### src/rtl/core/fpr_pkg.sv
package fpr_pkg;

	// field and register widths
	localparam int PAGE_W       = 5;
	localparam int FRAME_W      = 4;
	localparam int NUM_PAGES_W  = 6;
	localparam int NUM_FRAMES_W = 5;
	localparam int CFG_IDX_W    = 2;
	localparam int CFG_DATA_W   = 6;

	// register indexes
	localparam logic [CFG_IDX_W-1:0] REG_NUM_PAGES  = 2'd0;
	localparam logic [CFG_IDX_W-1:0] REG_NUM_FRAMES = 2'd1;

	// register reset values
	localparam logic [NUM_PAGES_W-1:0]  NUM_PAGES_RST  = 6'd5;
	localparam logic [NUM_FRAMES_W-1:0] NUM_FRAMES_RST = 5'd3;

	// commands from the controller to the datapath
	typedef struct packed {
		logic capture;
		logic rd_en;
		logic commit;
	} cmd_t;

endpackage

### src/rtl/core/fifo_page_replacement_top.sv
// FIFO page replacement unit. Each input word is one virtual page reference; each one
// gives exactly one result word: hit, the frame now holding the page, the evicted page
// if any, or bad_page alone when the page is not below num_pages (nothing changes then).
// A miss takes the lowest free frame below num_frames, otherwise the resident page with
// the largest age (lowest page on a tie) is evicted and its frame reused. The oldest page
// is found by a registered compare tree of clog2(MAX_PAGES) levels over all pages. A
// reference goes through an accept step, the tree settling, a frame-table read and a
// commit, which waits while the previous result is still held and not taken; its result
// is registered at the commit.
// Only one reference is in flight, the result register lets the next one be taken while
// a result waits. Configuration writes are always ready and are meant for idle periods.
module fifo_page_replacement_top #(
	parameter int MAX_PAGES  = 32,
	parameter int MAX_FRAMES = 16,
	parameter int AGE_WIDTH  = 16
) (
	input  logic                           clk,
	input  logic                           arst_n,
	input  logic                           cfg_valid,
	output logic                           cfg_ready,
	input  logic [fpr_pkg::CFG_IDX_W-1:0]  cfg_index,
	input  logic [fpr_pkg::CFG_DATA_W-1:0] cfg_data,
	input  logic                           in_valid,
	output logic                           in_ready,
	input  logic [fpr_pkg::PAGE_W-1:0]     page_number,
	output logic                           out_valid,
	input  logic                           out_ready,
	output logic                           hit,
	output logic [fpr_pkg::FRAME_W-1:0]    frame_index,
	output logic                           evicted_valid,
	output logic [fpr_pkg::PAGE_W-1:0]     evicted_page,
	output logic                           bad_page
);
	import fpr_pkg::*;

	localparam int PW = (MAX_PAGES > 1) ? $clog2(MAX_PAGES) : 1;

	cmd_t cmd;

	assign cfg_ready = 1'b1;

	// sequencer
	fpr_ctrl #(
		.SCAN_CYCLES(PW)
	) u_ctrl (
		.clk       (clk),
		.arst_n    (arst_n),
		.in_valid  (in_valid),
		.in_ready  (in_ready),
		.out_valid (out_valid),
		.out_ready (out_ready),
		.cmd       (cmd)
	);

	// tables, age tree and result register
	fpr_datapath #(
		.MAX_PAGES (MAX_PAGES),
		.MAX_FRAMES(MAX_FRAMES),
		.AGE_WIDTH (AGE_WIDTH)
	) u_datapath (
		.clk          (clk),
		.arst_n       (arst_n),
		.cfg_valid    (cfg_valid),
		.cfg_index    (cfg_index),
		.cfg_data     (cfg_data),
		.page_number  (page_number),
		.cmd          (cmd),
		.hit          (hit),
		.frame_index  (frame_index),
		.evicted_valid(evicted_valid),
		.evicted_page (evicted_page),
		.bad_page     (bad_page)
	);

endmodule

### src/rtl/core/fpr_ctrl.sv
module fpr_ctrl #(
	parameter int SCAN_CYCLES = 5
) (
	input  logic          clk,
	input  logic          arst_n,
	input  logic          in_valid,
	output logic          in_ready,
	output logic          out_valid,
	input  logic          out_ready,
	output fpr_pkg::cmd_t cmd
);
	import fpr_pkg::*;

	localparam int CW = $clog2(SCAN_CYCLES + 1);

	typedef enum logic [1:0] {
		S_IDLE,
		S_SCAN,
		S_READ,
		S_COMMIT
	} state_t;

	state_t        state_q;
	logic [CW-1:0] cnt_q;
	logic          out_valid_q;
	logic          out_free;

	// decode of state into handshake and commands
	assign in_ready    = (state_q == S_IDLE);
	assign out_free    = !out_valid_q || out_ready;
	assign out_valid   = out_valid_q;
	assign cmd.capture = in_valid && in_ready;
	assign cmd.rd_en   = (state_q == S_READ);
	assign cmd.commit  = (state_q == S_COMMIT) && out_free;

	// sequencer and output word flag
	always_ff @(posedge clk or negedge arst_n) begin
		if (!arst_n) begin
			state_q     <= S_IDLE;
			cnt_q       <= '0;
			out_valid_q <= 1'b0;
		end else begin
			if (cmd.commit) begin
				out_valid_q <= 1'b1;
			end else if (out_ready) begin
				out_valid_q <= 1'b0;
			end
			unique case (state_q)
				S_IDLE: begin
					cnt_q <= '0;
					if (in_valid) begin
						state_q <= S_SCAN;
					end
				end
				S_SCAN: begin
					// let the age tree settle to its root
					cnt_q <= cnt_q + 1'b1;
					if (cnt_q == CW'(SCAN_CYCLES - 1)) begin
						state_q <= S_READ;
					end
				end
				S_READ: begin
					state_q <= S_COMMIT;
				end
				S_COMMIT: begin
					if (out_free) begin
						state_q <= S_IDLE;
					end
				end
				default: begin
					state_q <= S_IDLE;
				end
			endcase
		end
	end

	a_commit_slot_free: assert property (@(posedge clk) disable iff (!arst_n)
		cmd.commit |-> (!out_valid_q || out_ready))
		else $error("commit while the output word is still held");

	a_no_commit_when_ready: assert property (@(posedge clk) disable iff (!arst_n)
		in_ready |-> !cmd.commit)
		else $error("commit while idle");

	a_one_at_a_time: assert property (@(posedge clk) disable iff (!arst_n)
		(in_valid && in_ready) |=> !in_ready)
		else $error("second word taken while one is in flight");

endmodule

### src/rtl/core/fpr_datapath.sv
module fpr_datapath #(
	parameter int MAX_PAGES  = 32,
	parameter int MAX_FRAMES = 16,
	parameter int AGE_WIDTH  = 16
) (
	input  logic                               clk,
	input  logic                               arst_n,
	input  logic                               cfg_valid,
	input  logic [fpr_pkg::CFG_IDX_W-1:0]      cfg_index,
	input  logic [fpr_pkg::CFG_DATA_W-1:0]     cfg_data,
	input  logic [fpr_pkg::PAGE_W-1:0]         page_number,
	input  fpr_pkg::cmd_t                      cmd,
	output logic                               hit,
	output logic [fpr_pkg::FRAME_W-1:0]        frame_index,
	output logic                               evicted_valid,
	output logic [fpr_pkg::PAGE_W-1:0]         evicted_page,
	output logic                               bad_page
);
	import fpr_pkg::*;

	localparam int PW     = (MAX_PAGES > 1) ? $clog2(MAX_PAGES) : 1;
	localparam int FW     = (MAX_FRAMES > 1) ? $clog2(MAX_FRAMES) : 1;
	localparam int LEAVES = 1 << PW;
	localparam int NODES  = LEAVES - 1;
	localparam logic [7:0] MAXP8 = 8'(MAX_PAGES);
	localparam logic [7:0] MAXF8 = 8'(MAX_FRAMES);

	typedef struct packed {
		logic                 have;
		logic [AGE_WIDTH-1:0] age;
		logic [PW-1:0]        idx;
	} cand_t;

	// configuration registers
	logic [NUM_PAGES_W-1:0]  num_pages_q;
	logic [NUM_FRAMES_W-1:0] num_frames_q;

	// page and frame tables
	logic                 resident_q [MAX_PAGES];
	logic [AGE_WIDTH-1:0] age_q      [MAX_PAGES];
	logic [FW-1:0]        pf_mem     [MAX_PAGES];
	logic [FW-1:0]        pf_rd_q;
	logic [MAX_FRAMES-1:0] frame_used_q;

	// current word and max-age tree
	logic [PAGE_W-1:0]    pg_q;
	logic [PW+PAGE_W-1:0] pg_ext;
	logic [PW-1:0]        pg_idx;
	cand_t                leaf   [MAX_PAGES];
	cand_t                node_d [NODES];
	cand_t                node_q [NODES];
	cand_t                root;

	logic [7:0]    np_w, nf_w, np_c, nf_c;
	logic          bad_c, hit_c, free_found, load, evict;
	logic [FW-1:0] free_idx, frame_c;
	logic [PW-1:0] rd_addr;
	logic          res_d [MAX_PAGES];
	logic [AGE_WIDTH-1:0] base_d [MAX_PAGES];
	logic [FW+FRAME_W-1:0] frame_ext;
	logic [PW+PAGE_W-1:0]  ev_ext;

	// configuration writes, port is always ready
	always_ff @(posedge clk or negedge arst_n) begin
		if (!arst_n) begin
			num_pages_q  <= NUM_PAGES_RST;
			num_frames_q <= NUM_FRAMES_RST;
		end else if (cfg_valid) begin
			if (cfg_index == REG_NUM_PAGES) begin
				num_pages_q <= cfg_data[NUM_PAGES_W-1:0];
			end else if (cfg_index == REG_NUM_FRAMES) begin
				num_frames_q <= cfg_data[NUM_FRAMES_W-1:0];
			end
		end
	end

	// saturate registers into their legal ranges
	always_comb begin
		np_w = {{(8-NUM_PAGES_W){1'b0}}, num_pages_q};
		nf_w = {{(8-NUM_FRAMES_W){1'b0}}, num_frames_q};
		if (np_w == 8'd0) np_c = 8'd1;
		else if (np_w > MAXP8) np_c = MAXP8;
		else np_c = np_w;
		if (nf_w == 8'd0) nf_c = 8'd1;
		else if (nf_w > MAXF8) nf_c = MAXF8;
		else nf_c = nf_w;
	end

	// page index of the word in flight
	assign pg_ext = {{PW{1'b0}}, pg_q};
	assign pg_idx = pg_ext[PW-1:0];
	assign bad_c  = {{(8-PAGE_W){1'b0}}, pg_q} >= np_c;
	assign hit_c  = resident_q[pg_idx];

	always_ff @(posedge clk) begin
		if (cmd.capture) begin
			pg_q <= page_number;
		end
	end

	// leaves of the age tree
	always_comb begin
		for (int i = 0; i < MAX_PAGES; i++) begin
			leaf[i].have = resident_q[i];
			leaf[i].age  = age_q[i];
			leaf[i].idx  = PW'(i);
		end
	end

	// one registered compare per node, older wins, left wins a tie
	always_comb begin
		int    c;
		cand_t pair [2];
		for (int n = 0; n < NODES; n++) begin
			for (int s = 0; s < 2; s++) begin
				c = 2 * n + 1 + s;
				if (c < NODES) pair[s] = node_q[c];
				else if (c - NODES < MAX_PAGES) pair[s] = leaf[c - NODES];
				else pair[s] = '0;
			end
			if (pair[0].have && (!pair[1].have || pair[0].age >= pair[1].age)) begin
				node_d[n] = pair[0];
			end else begin
				node_d[n] = pair[1];
			end
		end
	end

	always_ff @(posedge clk) begin
		for (int n = 0; n < NODES; n++) begin
			node_q[n] <= node_d[n];
		end
	end

	assign root = node_q[0];

	// lowest free frame below the frame count
	always_comb begin
		free_found = 1'b0;
		free_idx   = '0;
		for (int f = MAX_FRAMES - 1; f >= 0; f--) begin
			if (!frame_used_q[f] && (8'(f) < nf_c)) begin
				free_found = 1'b1;
				free_idx   = FW'(f);
			end
		end
	end

	// frame table read: own frame on a hit, victim frame otherwise
	assign rd_addr = hit_c ? pg_idx : root.idx;

	always_ff @(posedge clk) begin
		if (cmd.rd_en) begin
			pf_rd_q <= pf_mem[rd_addr];
		end
		if (cmd.commit && !bad_c && load) begin
			pf_mem[pg_idx] <= frame_c;
		end
	end

	// placement decision
	always_comb begin
		load    = 1'b0;
		evict   = 1'b0;
		frame_c = '0;
		priority if (hit_c) begin
			frame_c = pf_rd_q;
		end else if (free_found) begin
			load    = 1'b1;
			frame_c = free_idx;
		end else if (root.have) begin
			load    = 1'b1;
			evict   = 1'b1;
			frame_c = pf_rd_q;
		end
	end

	// next residency and age before the aging step
	always_comb begin
		for (int p = 0; p < MAX_PAGES; p++) begin
			res_d[p]  = resident_q[p];
			base_d[p] = age_q[p];
			if (evict && (root.idx == PW'(p))) begin
				res_d[p]  = 1'b0;
				base_d[p] = '0;
			end
			if (load && (pg_idx == PW'(p))) begin
				res_d[p]  = 1'b1;
				base_d[p] = '0;
			end
		end
	end

	// table update, every resident page ages by one and saturates
	always_ff @(posedge clk or negedge arst_n) begin
		if (!arst_n) begin
			frame_used_q <= '0;
			for (int p = 0; p < MAX_PAGES; p++) begin
				resident_q[p] <= 1'b0;
				age_q[p]      <= '0;
			end
		end else if (cmd.commit && !bad_c) begin
			if (load) begin
				frame_used_q[frame_c] <= 1'b1;
			end
			for (int p = 0; p < MAX_PAGES; p++) begin
				resident_q[p] <= res_d[p];
				if (res_d[p] && (base_d[p] != {AGE_WIDTH{1'b1}})) begin
					age_q[p] <= base_d[p] + 1'b1;
				end else begin
					age_q[p] <= base_d[p];
				end
			end
		end
	end

	// result word
	assign frame_ext = {{FRAME_W{1'b0}}, frame_c};
	assign ev_ext    = {{PAGE_W{1'b0}}, root.idx};

	always_ff @(posedge clk) begin
		if (cmd.commit) begin
			bad_page      <= bad_c;
			hit           <= !bad_c && hit_c;
			frame_index   <= bad_c ? '0 : frame_ext[FRAME_W-1:0];
			evicted_valid <= !bad_c && evict;
			evicted_page  <= (!bad_c && evict) ? ev_ext[PAGE_W-1:0] : '0;
		end
	end

	a_frames_stay_used: assert property (@(posedge clk) disable iff (!arst_n)
		(frame_used_q & $past(frame_used_q)) == $past(frame_used_q))
		else $error("a used frame was released");

	a_evict_has_victim: assert property (@(posedge clk) disable iff (!arst_n)
		(cmd.commit && evict) |-> root.have)
		else $error("eviction with no resident page");

	a_hit_not_loaded: assert property (@(posedge clk) disable iff (!arst_n)
		(cmd.commit && hit_c) |-> !load)
		else $error("resident page loaded again");

endmodule
### config.mk
export PLATFORM = sky130hd
export DESIGN_NAME = fifo_page_replacement_top
export DESIGN_NICKNAME = d
export VERILOG_FILES = /design/src/rtl/core/fpr_pkg.sv /design/src/rtl/core/fifo_page_replacement_top.sv /design/src/rtl/core/fpr_ctrl.sv /design/src/rtl/core/fpr_datapath.sv
export SDC_FILE = /design/constraint.sdc
export NUM_CORES = 2
export LEC_CHECK = 0
export BUFFER_PORTS_ARGS = -buffer_cell sky130_fd_sc_hd__buf_4
export CAP_MARGIN = 20
export CELL_PAD_IN_SITES_DETAIL_PLACEMENT = 0
export CELL_PAD_IN_SITES_GLOBAL_PLACEMENT = 2
export CORE_UTILIZATION = 32
export CTS_BUF_LIST = sky130_fd_sc_hd__clkbuf_4 sky130_fd_sc_hd__clkbuf_8
export CTS_CLUSTER_SIZE = 28
export DETAILED_ROUTE_END_ITERATION = 16
export GPL_ROUTABILITY_DRIVEN = 0
export PLACE_DENSITY = 0.62
export SETUP_SLACK_MARGIN = 0.02
export SKIP_LAST_GASP = 1
export SLEW_MARGIN = 10
export SYNTH_ARGS = -nofsm -noshare
export SYNTH_HDL_FRONTEND = slang
export SYNTH_SLANG_ARGS = --single-unit
### constraint.sdc
create_clock -name clk -period 10.8 [get_ports clk]
set_clock_uncertainty 0.2 [all_clocks]
set_input_delay 0.54 -clock clk [delete_from_list [all_inputs] [get_ports clk]]
set_output_delay 0.54 -clock clk [all_outputs]
set_load 0.01 [all_outputs]
==> impl_metrics.json <==
{
  "via_per_inst": 5.41,
  "grt_pass1_vias": 56200,
  "whs_ns": 0.0967,
  "rsz0062_at_grt": "false",
  "grtUsageMet1_pct": 31.6,
  "worst_setup_path_start_kind": "flip-flop",
  "hold_depth": 2,
  "synth_cell_type_count": 114,
  "layout-drive-gt1-share_pct": 16.8,
  "cp_cell_sequence": "mux4_2, mux2i_1, o32a_4, and2_4, buf_4, o2111ai_2, nand2_2, nor2_1, ha_1, and3_1, nand3_1, nor3_1, or3_1, nor4b_1, a31oi_1, o21ai_0, o31ai_1",
  "clk_pin_slew_ns": 0.06,
  "ant_nets": 0,
  "reg2reg_depth": 17,
  "grt_pass1_wl_um": 370000,
  "grt_usage_pct": 21.9,
  "yosys.area.top_type": "dfrtp_1",
  "synth_ff_type": "dfrtp_1",
  "synthArstFlopShare_pct": 44.6,
  "report.final.hold_viol_count": 0,
  "pwr_density_cell_mw_per_mm2": 233,
  "worstSkewPairLatency_ns": 1.06,
  "cts_tree": "yes",
  "top_level_ports": 33,
  "seq_area_frac_synth_pct": 43.0,
  "period_share_pct": 67.1,
  "place_ws_ns": 3.66,
  "cts.sinks": 1294,
  "finalSetupViolCount": 0,
  "cts.path.max_buffers": 4,
  "critPathKind": "flip-flop to flip-flop",
  "syn-instance-count": 7341,
  "globalRouteMet2Util_pct": 32.7,
  "post_cts_buffers": 0,
  "start_util_pct": 32.3,
  "antenna_found_initial": 13,
  "stdcell_count": 10600,
  "setup_tns_ns": 0,
  "dr_total_vias": 57100,
  "wl_per_cell_um": 23.4,
  "synth_top_area_share_pct": 20.4,
  "critPathArrivalTime_ns": 7.98,
  "cts-root-buf": "clkbuf_8",
  "ctsResizeCount": 0,
  "areaGrowthSynthToFinish_pct": 13.9,
  "power.static_leakage_nw": 33.2,
  "status": "finished, final reports clean",
  "utilization_pct": 36.8,
  "dp.cells": 10000,
  "chipWidth_um": 471,
  "htree_levels": 5,
  "slew_headroom_pct": 23.9,
  "synth_edf_count": 149,
  "cts_buffers": 275,
  "cp_max_fo": 46,
  "routed_wl_um": 247000,
  "worst_ep_required_time_ns": 11.53,
  "hold_path_class": "primary input to flip-flop",
  "yosys-top-cells-area": "dfrtp_1 20%, dfxtp_1 16%, ha_1 9.6%, mux2_2 7.6%, edfxtp_1 6.4%",
  "dpl.hpwl_um": 175000,
  "cap_violations": 0,
  "max_freq_mhz": 138,
  "slew_viol_final": 0,
  "remaining_drc_errors": 0,
  "cts_hold_buf": 28,
  "synth_seq_cells": 1294,
  "nFillCells": 21900,
  "grt_util_met3_pct": 3.78,
  "grt_max_degree": 137,
  "die_h_um": 471,
  "rows": 171,
  "syn-num-nets": 7898,
  "cpPeakStageDelay_ns": 0.98,
  "setup_ws_ns": 3.55,
  "max-vdd-ir-drop_uv": 158,
  "core_area_sq_mm": 0.218,
  "drt_iter0_markers": 4166,
  "endpoint_kind": "flip-flop",
  "dieArea_sq_mm": 0.222,
  "design.final.nets": 8058,
  "avgSynthCellArea_sq_um": 9.59,
  "firstDrtPassIters": 6,
  "grt-ovfl-total": 0,
  "io_buffers": 31,
  "fin_crit_ns": 7.25,
  "grt.busiest_layer": "met2",
  "cp_slowest_cell": "edfxtp_1",
  "worst_pin_slew_ns": 1.14,
  "ys_warn_count": 0,
  "synth_area_sq_mm": 0.0704
}
final timing paths:
path	start	to	slack (ns)
worst min-delay path	page_number[3]	u_datapath.pg_idx[3]	0.1
worst max-delay path	u_datapath.pg_idx[0]	u_datapath.age_q[349]	3.55
min in group asynchronous	arst_n	u_datapath.age_q[295]	0.51
worst min register to register	u_datapath.node_q[0][24]	u_datapath.node_q[0][2]	0.23
max in group asynchronous	arst_n	u_datapath.leaf[153]	8.20
worst max register to register	u_datapath.pg_idx[0]	u_datapath.age_q[349]	3.55
flip-flops by register name (all words and copies together) (netlist names):
name and flops:
u_ctrl.cnt_q 3, u_ctrl.out_valid 1, u_ctrl.state_q 2, u_datapath.age_q 512, u_datapath.bad_page 1, u_datapath.evicted_page 5
u_datapath.evicted_valid 1, u_datapath.frame_index 4, u_datapath.frame_used_q 16, u_datapath.hit 1, u_datapath.leaf 32, u_datapath.node_q 568
u_datapath.num_frames_q 5, u_datapath.num_pages_q 6, u_datapath.pf_mem 128, u_datapath.pf_rd_q 4, u_datapath.pg_idx 5
synth_stat cells (all sizes together), types with 169 or more instances:
library cell and n:
a21o 169, nand4 223, dfxtp 568, a21oi 325, nand2 584, nor2 363
dfrtp 573, inv 608, nand3 278, o21ai 810, ha 539, clkbuf 179
mux2 479
cells in the final DEF, fill, tap and decap left out, types with 97 or more instances in the layout:
master / count
a21o_1: 169
nand3_1: 276
a31oi_1: 142
clkbuf_8: 329
mux2_2: 478
o21ai_0: 722
edfxtp_1: 149
nor2_1: 353
clkbuf_4: 97
nand2_1: 572
nand4_1: 215
ha_1: 539
dfrtp_1: 573
and3_1: 132
dfxtp_1: 567
buf_4: 122
a21oi_1: 317
inv_1: 607
o31ai_1: 141
stage by stage:
step | total power, mW | instance area [sq um]
2_1_floorplan | 10.5 | 70400
3_3_place_gp | 13.0 | 73800
3_5_place_dp | 12.9 | 73900
4_1_cts | 18.9 | 80100
5_1_grt | 19.8 | 80200
6_report | 18.7 | 80200
where the power goes:
part / switching (mW) / internal, mW / total, mW / leakage (nW)
combinational: 3.82 / 2.28 / 6.10 / 16.5
clock: 2.34 / 3.45 / 5.79 / 3.13
sequential: 0.904 / 5.91 / 6.82 / 13.6
total: 7.06 / 11.6 / 18.7 / 33.2
layout make-up:
class / instances / area (sq um) / area share, %
antenna: 3 / 7.51 / 0.00936
clock buffer: 426 / 5260 / 6.55
clock inverter: 50 / 651 / 0.811
inverter: 609 / 2290 / 2.85
multi-input combinational: 5152 / 36600 / 45.7
sequential: 1294 / 30300 / 37.8
tap: 2854 / 3570 / 4.45
timing repair buffer: 169 / 1500 / 1.87
logic make-up (layout without fill, tap and decap cells):
group	count (synthesis)	in the layout	synth area share [%]
fa+ha+maj	539	539	9.58
xor+xnor	1	1	0.0124
simple gates	2063	2063	15.1
compound gates	2003	2003	18.4
other cells	1	4	0.00533
flops	1294	1294	43.0
mux	545	545	8.73
buf+inv	895	1254	5.14
per-layer routing:
layer  vias up  share of wire [%]
li1      27300                  -
met1     28100                 49
met2      1399                 43
met3       387                4.9
met4         2                3.0
met5         -             0.0045
critical path, delay by kind of cell (launching register included):
family / cells / cell delay [ns]
AND/OR/NAND/NOR: 8 / 2.65
AO/OA/AOI/OAI: 5 / 1.18
flip-flops: 1 / 0.98
multiplexers: 2 / 0.96
buffers and inverters: 1 / 0.85
adder cells (fa/ha/maj): 1 / 0.25
Note: power is estimated with default switching activity, not from simulation.
